`src/rtl/mmn_pkg.sv`:
```
package mmn_pkg;

  localparam int unsigned SmpW = 16;
  localparam int unsigned CfgIdxW = 3;
  localparam int unsigned CfgDataW = 16;

  typedef enum logic [1:0] {
    ACT_SAMPLE = 2'd0,
    ACT_LOAD   = 2'd1,
    ACT_READ   = 2'd2,
    ACT_RSVD   = 2'd3
  } action_e;

  typedef enum logic [1:0] {
    ST_NORM = 2'd0,
    ST_PASS = 2'd1,
    ST_ZERO = 2'd2,
    ST_BAD  = 2'd3
  } status_e;

  typedef enum logic [1:0] {
    DOM_ROW    = 2'd0,
    DOM_COLUMN = 2'd1,
    DOM_GLOBAL = 2'd2,
    DOM_RSVD   = 2'd3
  } domain_e;

  typedef enum logic [2:0] {
    REG_MODE   = 3'd0,
    REG_DOMAIN = 3'd1,
    REG_LOWER  = 3'd2,
    REG_UPPER  = 3'd3,
    REG_ROWS   = 3'd4,
    REG_COLS   = 3'd5,
    REG_TAIL   = 3'd6,
    REG_NONE   = 3'd7
  } reg_e;

  typedef struct packed {
    logic [1:0]        action;
    logic [5:0]        row;
    logic [5:0]        column;
    logic signed [SmpW-1:0] sample;
    logic [5:0]        channel;
    logic signed [SmpW-1:0] load_min;
    logic signed [SmpW-1:0] load_max;
  } in_item_t;

  typedef struct packed {
    logic signed [SmpW-1:0] result;
    logic [1:0]        status;
    logic signed [SmpW-1:0] min_out;
    logic signed [SmpW-1:0] max_out;
  } out_item_t;

endpackage

```
`src/rtl/min_max_normalizer_unit.sv`:
```
// Channel | Signals                          | Direction
// in      | in_valid_i, in_stall_o, in_i     | input beats
// out     | out_valid_o, out_stall_i, out_o  | result beats
// cfg     | cfg_valid_i, cfg_ready_o, cfg_*  | register writes
// A train sample, a load or a read passes through the READ, EXEC and OUT states before
// its result is valid; a normalized sample adds a serial multiply (MUL), a serial divide
// (DIV) and the final add (FIN) before OUT.
// The input stalls until the result beat is taken and accepts again in the cycle after.
// After reset a clearing pass over all CHANNELS table entries runs before the first beat;
// the first train sample after reset or after predict reruns it, then rereads its entry.
module min_max_normalizer_unit import mmn_pkg::*; #(
  parameter int unsigned CHANNELS    = 64
) (
  input  logic              clk_i,
  input  logic              rst_ni,
  input  logic              in_valid_i,
  output logic              in_stall_o,
  input  in_item_t          in_i,
  output logic              out_valid_o,
  input  logic              out_stall_i,
  output out_item_t         out_o,
  input  logic              cfg_valid_i,
  output logic              cfg_ready_o,
  input  logic [CfgIdxW-1:0]  cfg_index_i,
  input  logic [CfgDataW-1:0] cfg_data_i
);

  localparam int unsigned AW  = (CHANNELS > 1) ? $clog2(CHANNELS) : 1;
  localparam int unsigned MW  = SmpW + 1;
  localparam int unsigned PW  = 2 * MW;
  localparam logic signed [SmpW-1:0] SMax = {1'b0, {(SmpW-1){1'b1}}};
  localparam logic signed [SmpW-1:0] SMin = {1'b1, {(SmpW-1){1'b0}}};

  typedef enum logic [7:0] {
    S_CLEAR = 8'b0000_0001,
    S_IDLE  = 8'b0000_0010,
    S_READ  = 8'b0000_0100,
    S_EXEC  = 8'b0000_1000,
    S_MUL   = 8'b0001_0000,
    S_DIV   = 8'b0010_0000,
    S_FIN   = 8'b0100_0000,
    S_OUT   = 8'b1000_0000
  } state_e;

  state_e state_q, state_d;

  // Configuration registers
  logic                   mode_q;
  logic [1:0]             domain_q;
  logic signed [SmpW-1:0] lower_q, upper_q;
  logic [6:0]             rows_q, cols_q, tail_q;

  assign cfg_ready_o = 1'b1;

  always_ff @(posedge clk_i or negedge rst_ni) begin
    if (!rst_ni) begin
      mode_q <= 1'b0;
      domain_q <= DOM_ROW;
      lower_q <= '0;
      upper_q <= SMax;
      rows_q <= 7'd1;
      cols_q <= 7'd1;
      tail_q <= '0;
    end else if (cfg_valid_i) begin
      unique case (reg_e'(cfg_index_i))
        REG_MODE:   mode_q <= cfg_data_i[0];
        REG_DOMAIN: domain_q <= cfg_data_i[1:0];
        REG_LOWER:  lower_q <= cfg_data_i[SmpW-1:0];
        REG_UPPER:  upper_q <= cfg_data_i[SmpW-1:0];
        REG_ROWS:   rows_q <= cfg_data_i[6:0];
        REG_COLS:   cols_q <= cfg_data_i[6:0];
        REG_TAIL:   tail_q <= cfg_data_i[6:0];
        default: ;
      endcase
    end
  end

  // Item register and table memories
  in_item_t               item_q;
  logic [AW-1:0]          idx_q, idx_d;
  logic [AW-1:0]          clr_q, clr_d;
  logic                   prev_q, prev_d;
  logic signed [SmpW-1:0] mn_q, mx_q;
  logic signed [SmpW-1:0] min_mem [CHANNELS];
  logic signed [SmpW-1:0] max_mem [CHANNELS];
  logic                   we;
  logic [AW-1:0]          waddr;
  logic signed [SmpW-1:0] wmin, wmax;
  logic                   resume_q, resume_d;

  always_ff @(posedge clk_i) begin
    if (we) begin
      min_mem[waddr] <= wmin;
      max_mem[waddr] <= wmax;
    end
    mn_q <= min_mem[idx_q];
    mx_q <= max_mem[idx_q];
  end

  // Item decode
  logic       is_sample, in_frame, bad_rng, in_body, glob_start;
  logic [5:0] pos;
  logic [6:0] cnt;
  logic [AW-1:0] idx_new;
  logic [7:0] limit;

  assign pos = (domain_q == DOM_COLUMN) ? in_i.column : in_i.row;
  assign idx_new = (in_i.action != ACT_SAMPLE) ? AW'(in_i.channel % CHANNELS) :
                   (domain_q == DOM_GLOBAL) ? '0 : AW'(pos % CHANNELS);
  assign cnt = (domain_q == DOM_COLUMN) ? cols_q : rows_q;
  assign limit = {1'b0, cnt} - {1'b0, tail_q};
  assign is_sample = (item_q.action == ACT_SAMPLE);
  assign bad_rng = lower_q > upper_q;
  assign in_frame = ({1'b0, item_q.row} < rows_q) && ({1'b0, item_q.column} < cols_q);
  assign glob_start = (domain_q == DOM_GLOBAL) && (item_q.row == '0) && (item_q.column == '0);

  logic [5:0] pos_q;
  logic [7:0] limit_q;
  always_ff @(posedge clk_i) begin
    if (state_q == S_IDLE) begin
      pos_q <= pos;
      limit_q <= limit;
    end
  end
  assign in_body = $signed({2'b0, pos_q}) < $signed(limit_q);

  // Serial arithmetic operands
  logic signed [MW-1:0] d_s, s_s, r_s;
  logic [MW-1:0]        ud, us, ur;
  logic                 neg_q, neg_d;
  logic                 mul_start, mul_done, div_start, div_done;
  logic [PW-1:0]        prod, quot;
  logic [MW-1:0]        den_q, den_d;

  assign d_s = MW'(item_q.sample) - MW'(mn_q);
  assign s_s = MW'(mx_q) - MW'(mn_q);
  assign r_s = MW'(upper_q) - MW'(lower_q);
  assign ud = d_s[MW-1] ? MW'(-d_s) : d_s;
  assign us = s_s[MW-1] ? MW'(-s_s) : s_s;
  assign ur = r_s;

  mmn_multiplier #(.AW(MW), .BW(MW)) u_mul (
    .clk_i, .rst_ni, .start_i(mul_start), .a_i(ud), .b_i(ur),
    .done_o(mul_done), .prod_o(prod)
  );

  mmn_divider #(.NumW(PW), .DenW(MW)) u_div (
    .clk_i, .rst_ni, .start_i(div_start), .num_i(prod), .den_i(den_q),
    .done_o(div_done), .quot_o(quot)
  );

  // Final add and saturate
  logic [PW-1:0]          qc;
  logic signed [PW+1:0]   sum;
  logic signed [SmpW-1:0] norm;
  assign qc = quot;
  assign sum = neg_q ? ((PW+2)'(lower_q) - $signed({2'b0, qc}))
                     : ((PW+2)'(lower_q) + $signed({2'b0, qc}));
  assign norm = (sum > (PW+2)'(SMax)) ? SMax :
                (sum < (PW+2)'(SMin)) ? SMin : SmpW'(sum);

  out_item_t out_q, out_d;
  logic      ov_q, ov_d;

  always_comb begin
    state_d = state_q;
    idx_d = idx_q;
    clr_d = clr_q;
    prev_d = prev_q;
    resume_d = resume_q;
    neg_d = neg_q;
    den_d = den_q;
    out_d = out_q;
    ov_d = ov_q;
    we = 1'b0;
    waddr = idx_q;
    wmin = mn_q;
    wmax = mx_q;
    mul_start = 1'b0;
    div_start = 1'b0;
    if (ov_q && !out_stall_i) ov_d = 1'b0;
    unique case (state_q)
      // Sweep both tables to reset values
      S_CLEAR: begin
        we = 1'b1;
        waddr = clr_q;
        wmin = SMax;
        wmax = SMin;
        clr_d = clr_q + 1'b1;
        if (clr_q == AW'(CHANNELS - 1)) begin
          clr_d = '0;
          state_d = resume_q ? S_READ : S_IDLE;
          resume_d = 1'b0;
        end
      end
      S_IDLE: begin
        if (in_valid_i && !ov_q) begin
          idx_d = idx_new;
          state_d = S_READ;
        end
      end
      S_READ: state_d = S_EXEC;
      S_EXEC: begin
        out_d.result = '0;
        out_d.status = ST_NORM;
        out_d.min_out = mn_q;
        out_d.max_out = mx_q;
        state_d = S_OUT;
        if (!is_sample) begin
          if (item_q.action == ACT_LOAD) begin
            we = 1'b1;
            wmin = item_q.load_min;
            wmax = item_q.load_max;
            out_d.min_out = item_q.load_min;
            out_d.max_out = item_q.load_max;
          end
        end else begin
          out_d.result = item_q.sample;
          out_d.status = ST_PASS;
          if (bad_rng) begin
            out_d.status = ST_BAD;
          end else if (in_frame) begin
            prev_d = mode_q;
            if (!mode_q) begin
              if (prev_q) begin
                resume_d = 1'b1;
                state_d = S_CLEAR;
              end else begin
                we = 1'b1;
                wmin = glob_start ? SMax : mn_q;
                wmax = glob_start ? SMin : mx_q;
                if (item_q.sample > wmax) wmax = item_q.sample;
                if (item_q.sample < wmin) wmin = item_q.sample;
                out_d.min_out = wmin;
                out_d.max_out = wmax;
              end
            end else if (in_body) begin
              if (mx_q == mn_q) begin
                out_d.result = lower_q;
                out_d.status = ST_ZERO;
              end else begin
                neg_d = d_s[MW-1] ^ s_s[MW-1];
                den_d = us;
                mul_start = 1'b1;
                state_d = S_MUL;
              end
            end
          end
        end
      end
      S_MUL: if (mul_done) begin
        div_start = 1'b1;
        state_d = S_DIV;
      end
      S_DIV: if (div_done) state_d = S_FIN;
      S_FIN: begin
        out_d.result = norm;
        out_d.status = ST_NORM;
        state_d = S_OUT;
      end
      S_OUT: begin
        ov_d = 1'b1;
        state_d = S_IDLE;
      end
      default: state_d = S_IDLE;
    endcase
  end

  always_ff @(posedge clk_i or negedge rst_ni) begin
    if (!rst_ni) begin
      state_q <= S_CLEAR;
      clr_q <= '0;
      prev_q <= 1'b1;
      resume_q <= 1'b0;
      ov_q <= 1'b0;
    end else begin
      state_q <= state_d;
      clr_q <= clr_d;
      prev_q <= prev_d;
      resume_q <= resume_d;
      ov_q <= ov_d;
    end
  end

  always_ff @(posedge clk_i) begin
    idx_q <= idx_d;
    neg_q <= neg_d;
    den_q <= den_d;
    out_q <= out_d;
    if (state_q == S_IDLE && in_valid_i && !ov_q) item_q <= in_i;
  end

  assign in_stall_o = (state_q != S_IDLE) || ov_q;
  assign out_valid_o = ov_q;
  assign out_o = out_q;

endmodule

```
`src/rtl/mmn_divider.sv`:
```
module mmn_divider import mmn_pkg::*; #(
  parameter int unsigned NumW = 34,
  parameter int unsigned DenW = 18
) (
  input  logic            clk_i,
  input  logic            rst_ni,
  input  logic            start_i,
  input  logic [NumW-1:0] num_i,
  input  logic [DenW-1:0] den_i,
  output logic            done_o,
  output logic [NumW-1:0] quot_o
);

  localparam int unsigned CntW = $clog2(NumW + 1);

  logic [NumW-1:0] quot_q, quot_d;
  logic [DenW:0]   rem_q, rem_d;
  logic [DenW-1:0] den_q, den_d;
  logic [CntW-1:0] cnt_q, cnt_d;
  logic            busy_q, busy_d;
  logic            done_q, done_d;
  logic [DenW:0]   trial;

  // One quotient bit per cycle, restoring radix 2
  assign trial = {rem_q[DenW-1:0], quot_q[NumW-1]};

  always_comb begin
    quot_d = quot_q;
    rem_d  = rem_q;
    den_d  = den_q;
    cnt_d  = cnt_q;
    busy_d = busy_q;
    done_d = 1'b0;
    if (start_i) begin
      quot_d = num_i;
      rem_d  = '0;
      den_d  = den_i;
      cnt_d  = CntW'(NumW);
      busy_d = 1'b1;
    end else if (busy_q) begin
      if (trial >= {1'b0, den_q}) begin
        rem_d  = trial - {1'b0, den_q};
        quot_d = {quot_q[NumW-2:0], 1'b1};
      end else begin
        rem_d  = trial;
        quot_d = {quot_q[NumW-2:0], 1'b0};
      end
      cnt_d = cnt_q - 1'b1;
      if (cnt_q == CntW'(1)) begin
        busy_d = 1'b0;
        done_d = 1'b1;
      end
    end
  end

  always_ff @(posedge clk_i or negedge rst_ni) begin
    if (!rst_ni) begin
      busy_q <= 1'b0;
      done_q <= 1'b0;
      cnt_q  <= '0;
    end else begin
      busy_q <= busy_d;
      done_q <= done_d;
      cnt_q  <= cnt_d;
    end
  end

  always_ff @(posedge clk_i) begin
    quot_q <= quot_d;
    rem_q  <= rem_d;
    den_q  <= den_d;
  end

  assign done_o = done_q;
  assign quot_o = quot_q;

endmodule

```
`src/rtl/mmn_multiplier.sv`:
```
module mmn_multiplier import mmn_pkg::*; #(
  parameter int unsigned AW = 17,
  parameter int unsigned BW = 17
) (
  input  logic             clk_i,
  input  logic             rst_ni,
  input  logic             start_i,
  input  logic [AW-1:0]    a_i,
  input  logic [BW-1:0]    b_i,
  output logic             done_o,
  output logic [AW+BW-1:0] prod_o
);

  localparam int unsigned CntW = $clog2(BW + 1);

  logic [AW+BW-1:0] acc_q, acc_d;
  logic [AW-1:0]    a_q, a_d;
  logic [BW-1:0]    b_q, b_d;
  logic [CntW-1:0]  cnt_q, cnt_d;
  logic             busy_q, busy_d, done_q, done_d;

  // Shift-add, one multiplier bit per cycle from the top
  always_comb begin
    acc_d = acc_q;
    a_d = a_q;
    b_d = b_q;
    cnt_d = cnt_q;
    busy_d = busy_q;
    done_d = 1'b0;
    if (start_i) begin
      acc_d = '0;
      a_d = a_i;
      b_d = b_i;
      cnt_d = CntW'(BW);
      busy_d = 1'b1;
    end else if (busy_q) begin
      acc_d = {acc_q[AW+BW-2:0], 1'b0} + (b_q[BW-1] ? {{BW{1'b0}}, a_q} : '0);
      b_d = {b_q[BW-2:0], 1'b0};
      cnt_d = cnt_q - 1'b1;
      if (cnt_q == CntW'(1)) begin
        busy_d = 1'b0;
        done_d = 1'b1;
      end
    end
  end

  always_ff @(posedge clk_i or negedge rst_ni) begin
    if (!rst_ni) begin
      busy_q <= 1'b0;
      done_q <= 1'b0;
      cnt_q <= '0;
    end else begin
      busy_q <= busy_d;
      done_q <= done_d;
      cnt_q <= cnt_d;
    end
  end

  always_ff @(posedge clk_i) begin
    acc_q <= acc_d;
    a_q <= a_d;
    b_q <= b_d;
  end

  assign done_o = done_q;
  assign prod_o = acc_q;

endmodule
```
`config.mk`:
```
export PLATFORM = sky130hd
export DESIGN_NAME = min_max_normalizer_unit
export DESIGN_NICKNAME = d
export VERILOG_FILES = /design/src/rtl/mmn_pkg.sv /design/src/rtl/min_max_normalizer_unit.sv /design/src/rtl/mmn_divider.sv /design/src/rtl/mmn_multiplier.sv
export SDC_FILE = /design/constraint.sdc
export NUM_CORES = 2
export LEC_CHECK = 0
export BUFFER_PORTS_ARGS = -buffer_cell sky130_fd_sc_hd__buf_2
export CAP_MARGIN = 20
export CORE_MARGIN = 1
export CORE_UTILIZATION = 35
export CTS_BUF_LIST = sky130_fd_sc_hd__clkbuf_8
export CTS_CLUSTER_SIZE = 40
export DETAILED_ROUTE_END_ITERATION = 7
export HOLD_SLACK_MARGIN = 0.05
export SYNTH_ARGS = -nofsm -noshare
export SYNTH_HDL_FRONTEND = slang
export SYNTH_HIERARCHICAL = 1
export SYNTH_SLANG_ARGS = --single-unit
```
`constraint.sdc`:
```
create_clock -name clk_i -period 9.6 [get_ports clk_i]
set_clock_uncertainty 0.1 [all_clocks]
set_input_delay 0 -clock clk_i [delete_from_list [all_inputs] [get_ports clk_i]]
set_output_delay 0 -clock clk_i [all_outputs]
set_load 0.05 [all_outputs]
```
; ---- After elaboration in Yosys (flattened, before gate mapping)
; Memories as Yosys holds them, arrays and structs flattened. A register that Yosys moved wholly into a read port is not among the register bits.
; Index checks and enable logic that the tools add are counted.
[totals]
mem_count = 2
reg_bits = 374
ram_bits = 2048
output_inout_bits = 53
word_cells = 236
inputBits = 92
[mem_list]
columns = name, depth, word_bits, read_ports, rd_ports_with_merged_regs, write_ports, line
row1 = max_mem, 64, 16, 1, 1, 1, min_max_normalizer_unit.sv:85  ; logic signed [SmpW-1:0] max_mem [CHANNELS];
row2 = min_mem, 64, 16, 1, 1, 1, min_max_normalizer_unit.sv:84  ; logic signed [SmpW-1:0] min_mem [CHANNELS];
[op_classes]
n_reduce_logical = 32
n_lt_le_gt_ge = 9
eq_ne = 31
bitwise = 3
muxes = 105
add_sub_neg = 13
[op_table]
columns = op, n
row1 = 16-bit 2-to-1 mux, 21
row2 = 32-bit 2-to-1 mux, 5
row3 = 8-bit 2-to-1 mux, 11
row4 = 18-bit 2-to-1 mux, 4
row5 = 17-bit 2-to-1 mux, 4
row6 = 34-bit 2-to-1 mux, 2
row7 = 16-bit case mux with 2 select lines, 2
row8 = 8-bit case mux with 7 select lines, 1
row9 = 16-bit by 16-bit subtractor with 17-bit output, 3
row10 = 50-bit 2-to-1 mux, 1
row11 = 6-bit 2-to-1 mux, 7
row12 = 1-bit 2-to-1 mux, 38
row13 = 16-bit by 35-bit adder with 36-bit output, 1
row14 = "36-bit by 16-bit > comparator with 1-bit output, second input constant", 1
row15 = "36-bit by 16-bit less-than comparator with 1-bit output, second input constant", 1
row16 = 36-bit 2-to-1 mux, 1
row17 = 18-bit case mux with 2 select lines, 1
row18 = 16-bit by 35-bit subtractor with 36-bit output, 1
row19 = 34-bit adder, 1
row20 = 17-bit negation, 2
row21 = 16-bit > comparator, 2
row22 = 18-bit by 17-bit greater-or-equal comparator with 1-bit output, 1
row23 = 17-bit subtractor, 1
row24 = 16-bit equality test, 1
row25 = 43 further kinds, 80

; ---- Logic depth before layout (Yosys ltp)
[logic_depth]
depth_word = 12
depth_mapped = 24
mapped_depth_nobuf = 23

; ---- Hierarchy
; Netlist, hierarchy kept.
[by_module_without_submodules]
columns = module, cells_per_inst, area_per_inst_um2, seq_area_each_um2, n_inst
row1 = min_max_normalizer_unit, 4900, 95431.5, 68494.4, 1
row2 = mmn_multiplier, 412, 4152.7, 1876.8, 1
row3 = mmn_divider, 339, 3972.6, 2072.0, 1

; ---- Least setup slack after synthesis
; OpenSTA, ideal clock, no wires.
[synth_timing]
kind = reg2reg
start = register lower_q[1]
end = memory max_mem[62][0] (enable)
period_less_slack_ns = 6.478
setup_ns = 0.502
t_arrival_ns = 5.876
t_required_ns = 8.998
n_path_buf = 1
stages_incl_launch_ff = 14
slack_ns = 3.122
cell_sequence = dfrtp_1 inv_1 ha_1 nor2b_1 o21ai_0 a2111oi_0 nor2_1 a21oi_1 o211ai_1 or3_1 clkbuf_1 a21boi_0 nand3b_1 nor4_1
[synth_between]
elab_chain_len = 6
[synth_rtl]
columns = element, line
row1 = start: declaration, min_max_normalizer_unit.sv:50  ; logic signed [SmpW-1:0] lower_q, upper_q;
row2 = start signal: assignment, min_max_normalizer_unit.sv:68  ; REG_LOWER: lower_q <= cfg_data_i[SmpW-1:0];
row3 = 16-bit > comparator, min_max_normalizer_unit.sv:113  ; assign bad_rng = lower_q > upper_q;
row4 = 1-bit 2-to-1 mux, min_max_normalizer_unit.sv:220  ; if (bad_rng) begin
row5 = 1-bit 2-to-1 mux, min_max_normalizer_unit.sv:209  ; if (!is_sample) begin
row6 = 1-bit case mux with 2 select lines, min_max_normalizer_unit.sv:182  ; unique case (state_q)
row7 = 1-bit 2-to-1 mux, min_max_normalizer_unit.sv:92  ; if (we) begin
row8 = 1-bit 2-to-1 mux (implied by the code), min_max_normalizer_unit.sv:94  ; max_mem[waddr] <= wmax;
row9 = end: declaration, min_max_normalizer_unit.sv:85
; Every way passes these cells.

; ---- Worst setup path in the final report
[layout_timing]
start = register lower_q[1]
end = memory max_mem[2][15] (enable)
; Same word-level chain as after synthesis.

==> results.ini <==
[worst_setup_path]
crit_path_top_delay_cell = a21boi_0
end_kind = flop
max_stage_delay_ns = 0.86
crit_arrival_ns = 6.88
crit_fanout = 19
critPathBufInv = 2
path_delay_family = simple AND/OR/NAND/NOR gates
cp.required_ns = 10.09
worstSetupStartpointType = flop
crit_chain = inv_1 -> ha_1 -> nor2b_1 -> o21ai_0 -> a2111oi_0 -> nor2_1 -> a21oi_1 -> o211ai_1 -> or3_1 -> a21boi_0 -> nand3_1 -> nor2_4 -> buf_4
critical_path_class = reg2reg

[synthesis]
synth_top_cells_by_area = edfxtp_1 (66%), mux4_2 (15%), ha_1 (2.1%)
netlist_area_sq_um = 104000
synthMuxAreaShare_pct = 16.1
synth_compound_gate_area_share_pct = 4.21
ys_warn_count = 6
synth_edf_count = 2283
synthSimpleGateAreaFrac_pct = 4.43
yosys.area.top_type_share_pct = 66.2
ys_seq_area_share_pct = 70.0
synth_top_family_by_area = multiplexers
syn-num-nets = 5927
synthAdderAreaFrac_pct = 2.27
postSynthAreaPerCell_sq_um = 18.3
synth_xor_area_share_pct = 1.45
synth_seq_cells = 2454
synth_area_leader_cell = edfxtp_1
syn_inst = 5651
synth-async-reset-ratio_pct = 3.59
ys.flop_type = edfxtp_1
synthDistinctLibCells = 97

[placement]
gp_congestion = 0.860
pre_cts_ws_ns = 3.24
place_hpwl_um = 170000
port_buffers = 143

[die]
die_area_sq_um = 298000
coreArea_sq_um = 294000
die_w_um = 546
rows = 199
ios = 145
initial_core_util_pct = 35.2
die_h_um = 546

[finish]
area_growth_syn_to_layout_pct = 15.6
drive_gt1_share_pct = 26.3
nets = 6554

[pwr]
power_mw = 31.0
p_per_area_nw_per_um2 = 259
irDropWorstVdd_mv = 0.226
p_leak_nw = 39.7

[sta]
final_hold_viol_count = 0
rsz0062_at_grt = false
setup_tns_ns = 0
setup_viol = 0
final.setup.worst_slack_ns = 3.21
worst_pin_slew_ns = 1.20
max_freq_ghz = 0.156
drv_slew = 0
period_needed_ns = 6.39
fin_crit_sh_pct = 66.6
relSlewSlack_pct = 19.5

[detailed_routing]
routed_wl_um = 288000
drc_errors = 40
dr_total_vias = 56832
dr.pass1.iters = 7
drt_iter0_markers = 5924
drtAntennaViolNets = 0
vias_per_cell = 5.40
wl_per_cell_um = 27.3

[grt]
globalRouteOverflowTotal = 0
grt_max_degree = 128
grt_pass1_vias = 57882
grtUsageTotal_pct = 19.0
grt_pass1_wl_um = 412000
antenna_found_initial = 17

[clock_network]
htree_num_levels = 5
clock-sinks = 2454
cts-resized-gates = 0
clk_pin_slew_ns = 0.06
root_buffer = clkbuf_8
insertion_delay_ns = 1.02
cts.path.max_buffers = 4
cts_tree = done
numCtsBuffers = 395

[status]
status = finished, violations left
violations = DRC

[hold_path]
hold_class = in2reg

[run]
maxCapViolCount = 0

-- cells by family (layout without fill, tap and decap cells) --
logic type / count (synthesis) / count (layout)
buf+inv: 430 / 1377
mux: 811 / 811
other cells: 1 / 9
fa+ha+maj: 184 / 184
simple gates: 938 / 938
compound gates: 662 / 662
flops: 2454 / 2454
xor+xnor: 171 / 171
-- tightest hold or removal path: cells and delay by family --
family	cells	cell delay, ns
buffers and inverters	3	1.14
-- path summary, 6_finish.rpt --
path                       depth (start not counted)        from  slack [ns]        endpoint
max                                               13  lower_q[1]        3.21  max_mem[2][15]
min                                                3    in_i[13]        0.15      item_q[13]
max reg2reg                                       13  lower_q[1]        3.21  max_mem[2][15]
min reg2reg                                        0    den_q[7]        0.32  u_div/den_q[7]
max in group asynchronous                          5      rst_ni        7.96  u_mul/cnt_q[0]
min in group asynchronous                          5      rst_ni        0.64      lower_q[2]
-- layout by cell type (no fill, tap or decap), types with 61 or more instances in the layout --
master / n
buf_4: 128
ha_1: 177
o21ai_0: 140
mux2_2: 94
dfxtp_1: 83
inv_1: 297
dfrtp_1: 69
clkinv_1: 91
nor2_4: 79
dlygate4sd3_1: 194
buf_2: 142
a21oi_1: 162
mux4_2: 672
nor2_1: 221
edfxtp_1: 2283
xnor2_1: 115
nand3_1: 61
clkbuf_8: 411
nand2_1: 216
-- per-layer routing --
layer / GRT usage (%) / part of all wire [%] / vias to the layer above / wire length [um]
met5: 0 / 0 / - / 0
met4: 7.25 / 3.9 / 0 / 11300
met3: 3.51 / 7.3 / 500 / 21100
met2: 31.4 / 48 / 2296 / 139000
met1: 25.0 / 40 / 29829 / 116000
li1: - / - / 24207 / -
-- area by class of cell --
cell class                      count  area [sq um]
Clock inverter                    306          1590
Clock buffer                      411          5660
Inverter                          163           612
Tap cell                         3919          4900
Sequential cell                  2454         72400
Multi-Input combinational cell   2767         30200
Antenna cell                        8          20.0
Fill cell                       26087        174000
Timing Repair Buffer              497          4280
-- synth_stat cells, drive strengths merged, types with 15 or more instances --
cell	instances
edfxtp	2283
mux4	672
nor2	302
nand2	216
clkbuf	183
ha	177
a21oi	166
inv	163
o21ai	162
xnor2	115
mux2	94
buf	84
dfxtp	83
dfrtp	69
nand3	61
nor3	57
xor2	56
nand2b	50
a21o	49
mux2i	45
nor2b	45
a211oi	44
and2	34
nand4	34
o22ai	28
a31oi	26
and3	24
o21a	23
nor4	22
dfstp	19
or2	19
a22oi	17
a221o	15
or4	15
-- power breakdown --
group / internal, mW / switching, mW / leakage [nW] / total (mW)
Sequential: 13.7 / 0.486 / 22.3 / 14.2
Combinational: 3.12 / 5.24 / 13.2 / 8.36
Clock: 4.22 / 4.17 / 4.21 / 8.39
Total: 21.1 / 9.89 / 39.7 / 31.0
-- per-stage QoR --
stage / util (%) / hold WS [ns] / cell area, sq um / cells
final: 40.7 / 0.148 / 120000 / 10525
after global routing: 40.7 / 0.0773 / 120000 / 10521
after CTS: 40.6 / 0.0596 / 119000 / 10497
after detailed placement: 37.4 / -0.0966 / 110000 / 9585
after global placement: 37.4 / -0.109 / 110000 / 9578
after floorplan: - / -0.396 / 104000 / 5651
-- state kept, by name, indices dropped and copies added, names as in the netlist, 8 cells and up --
register	flops
upper_q	16
den_q	17
lower_q	16
state_q	8
u_div/quot_o	34
u_div/rem_q	17
out_o	50
u_mul/prod_o	34
max_mem	1024
mx_q	16
u_mul/b_q	17
mn_q	16
u_mul/a_q	17
u_div/den_q	17
min_mem	1024
item_q	62
limit_q	8
-- what timing repair did --
item | 4_1_cts | 5_1_grt
endpoints found under the hold margin | 291 | 0
setup buffers | 0 | 0
hold buffers | 195 | 0
Note: power is estimated with default switching activity, not from simulation.
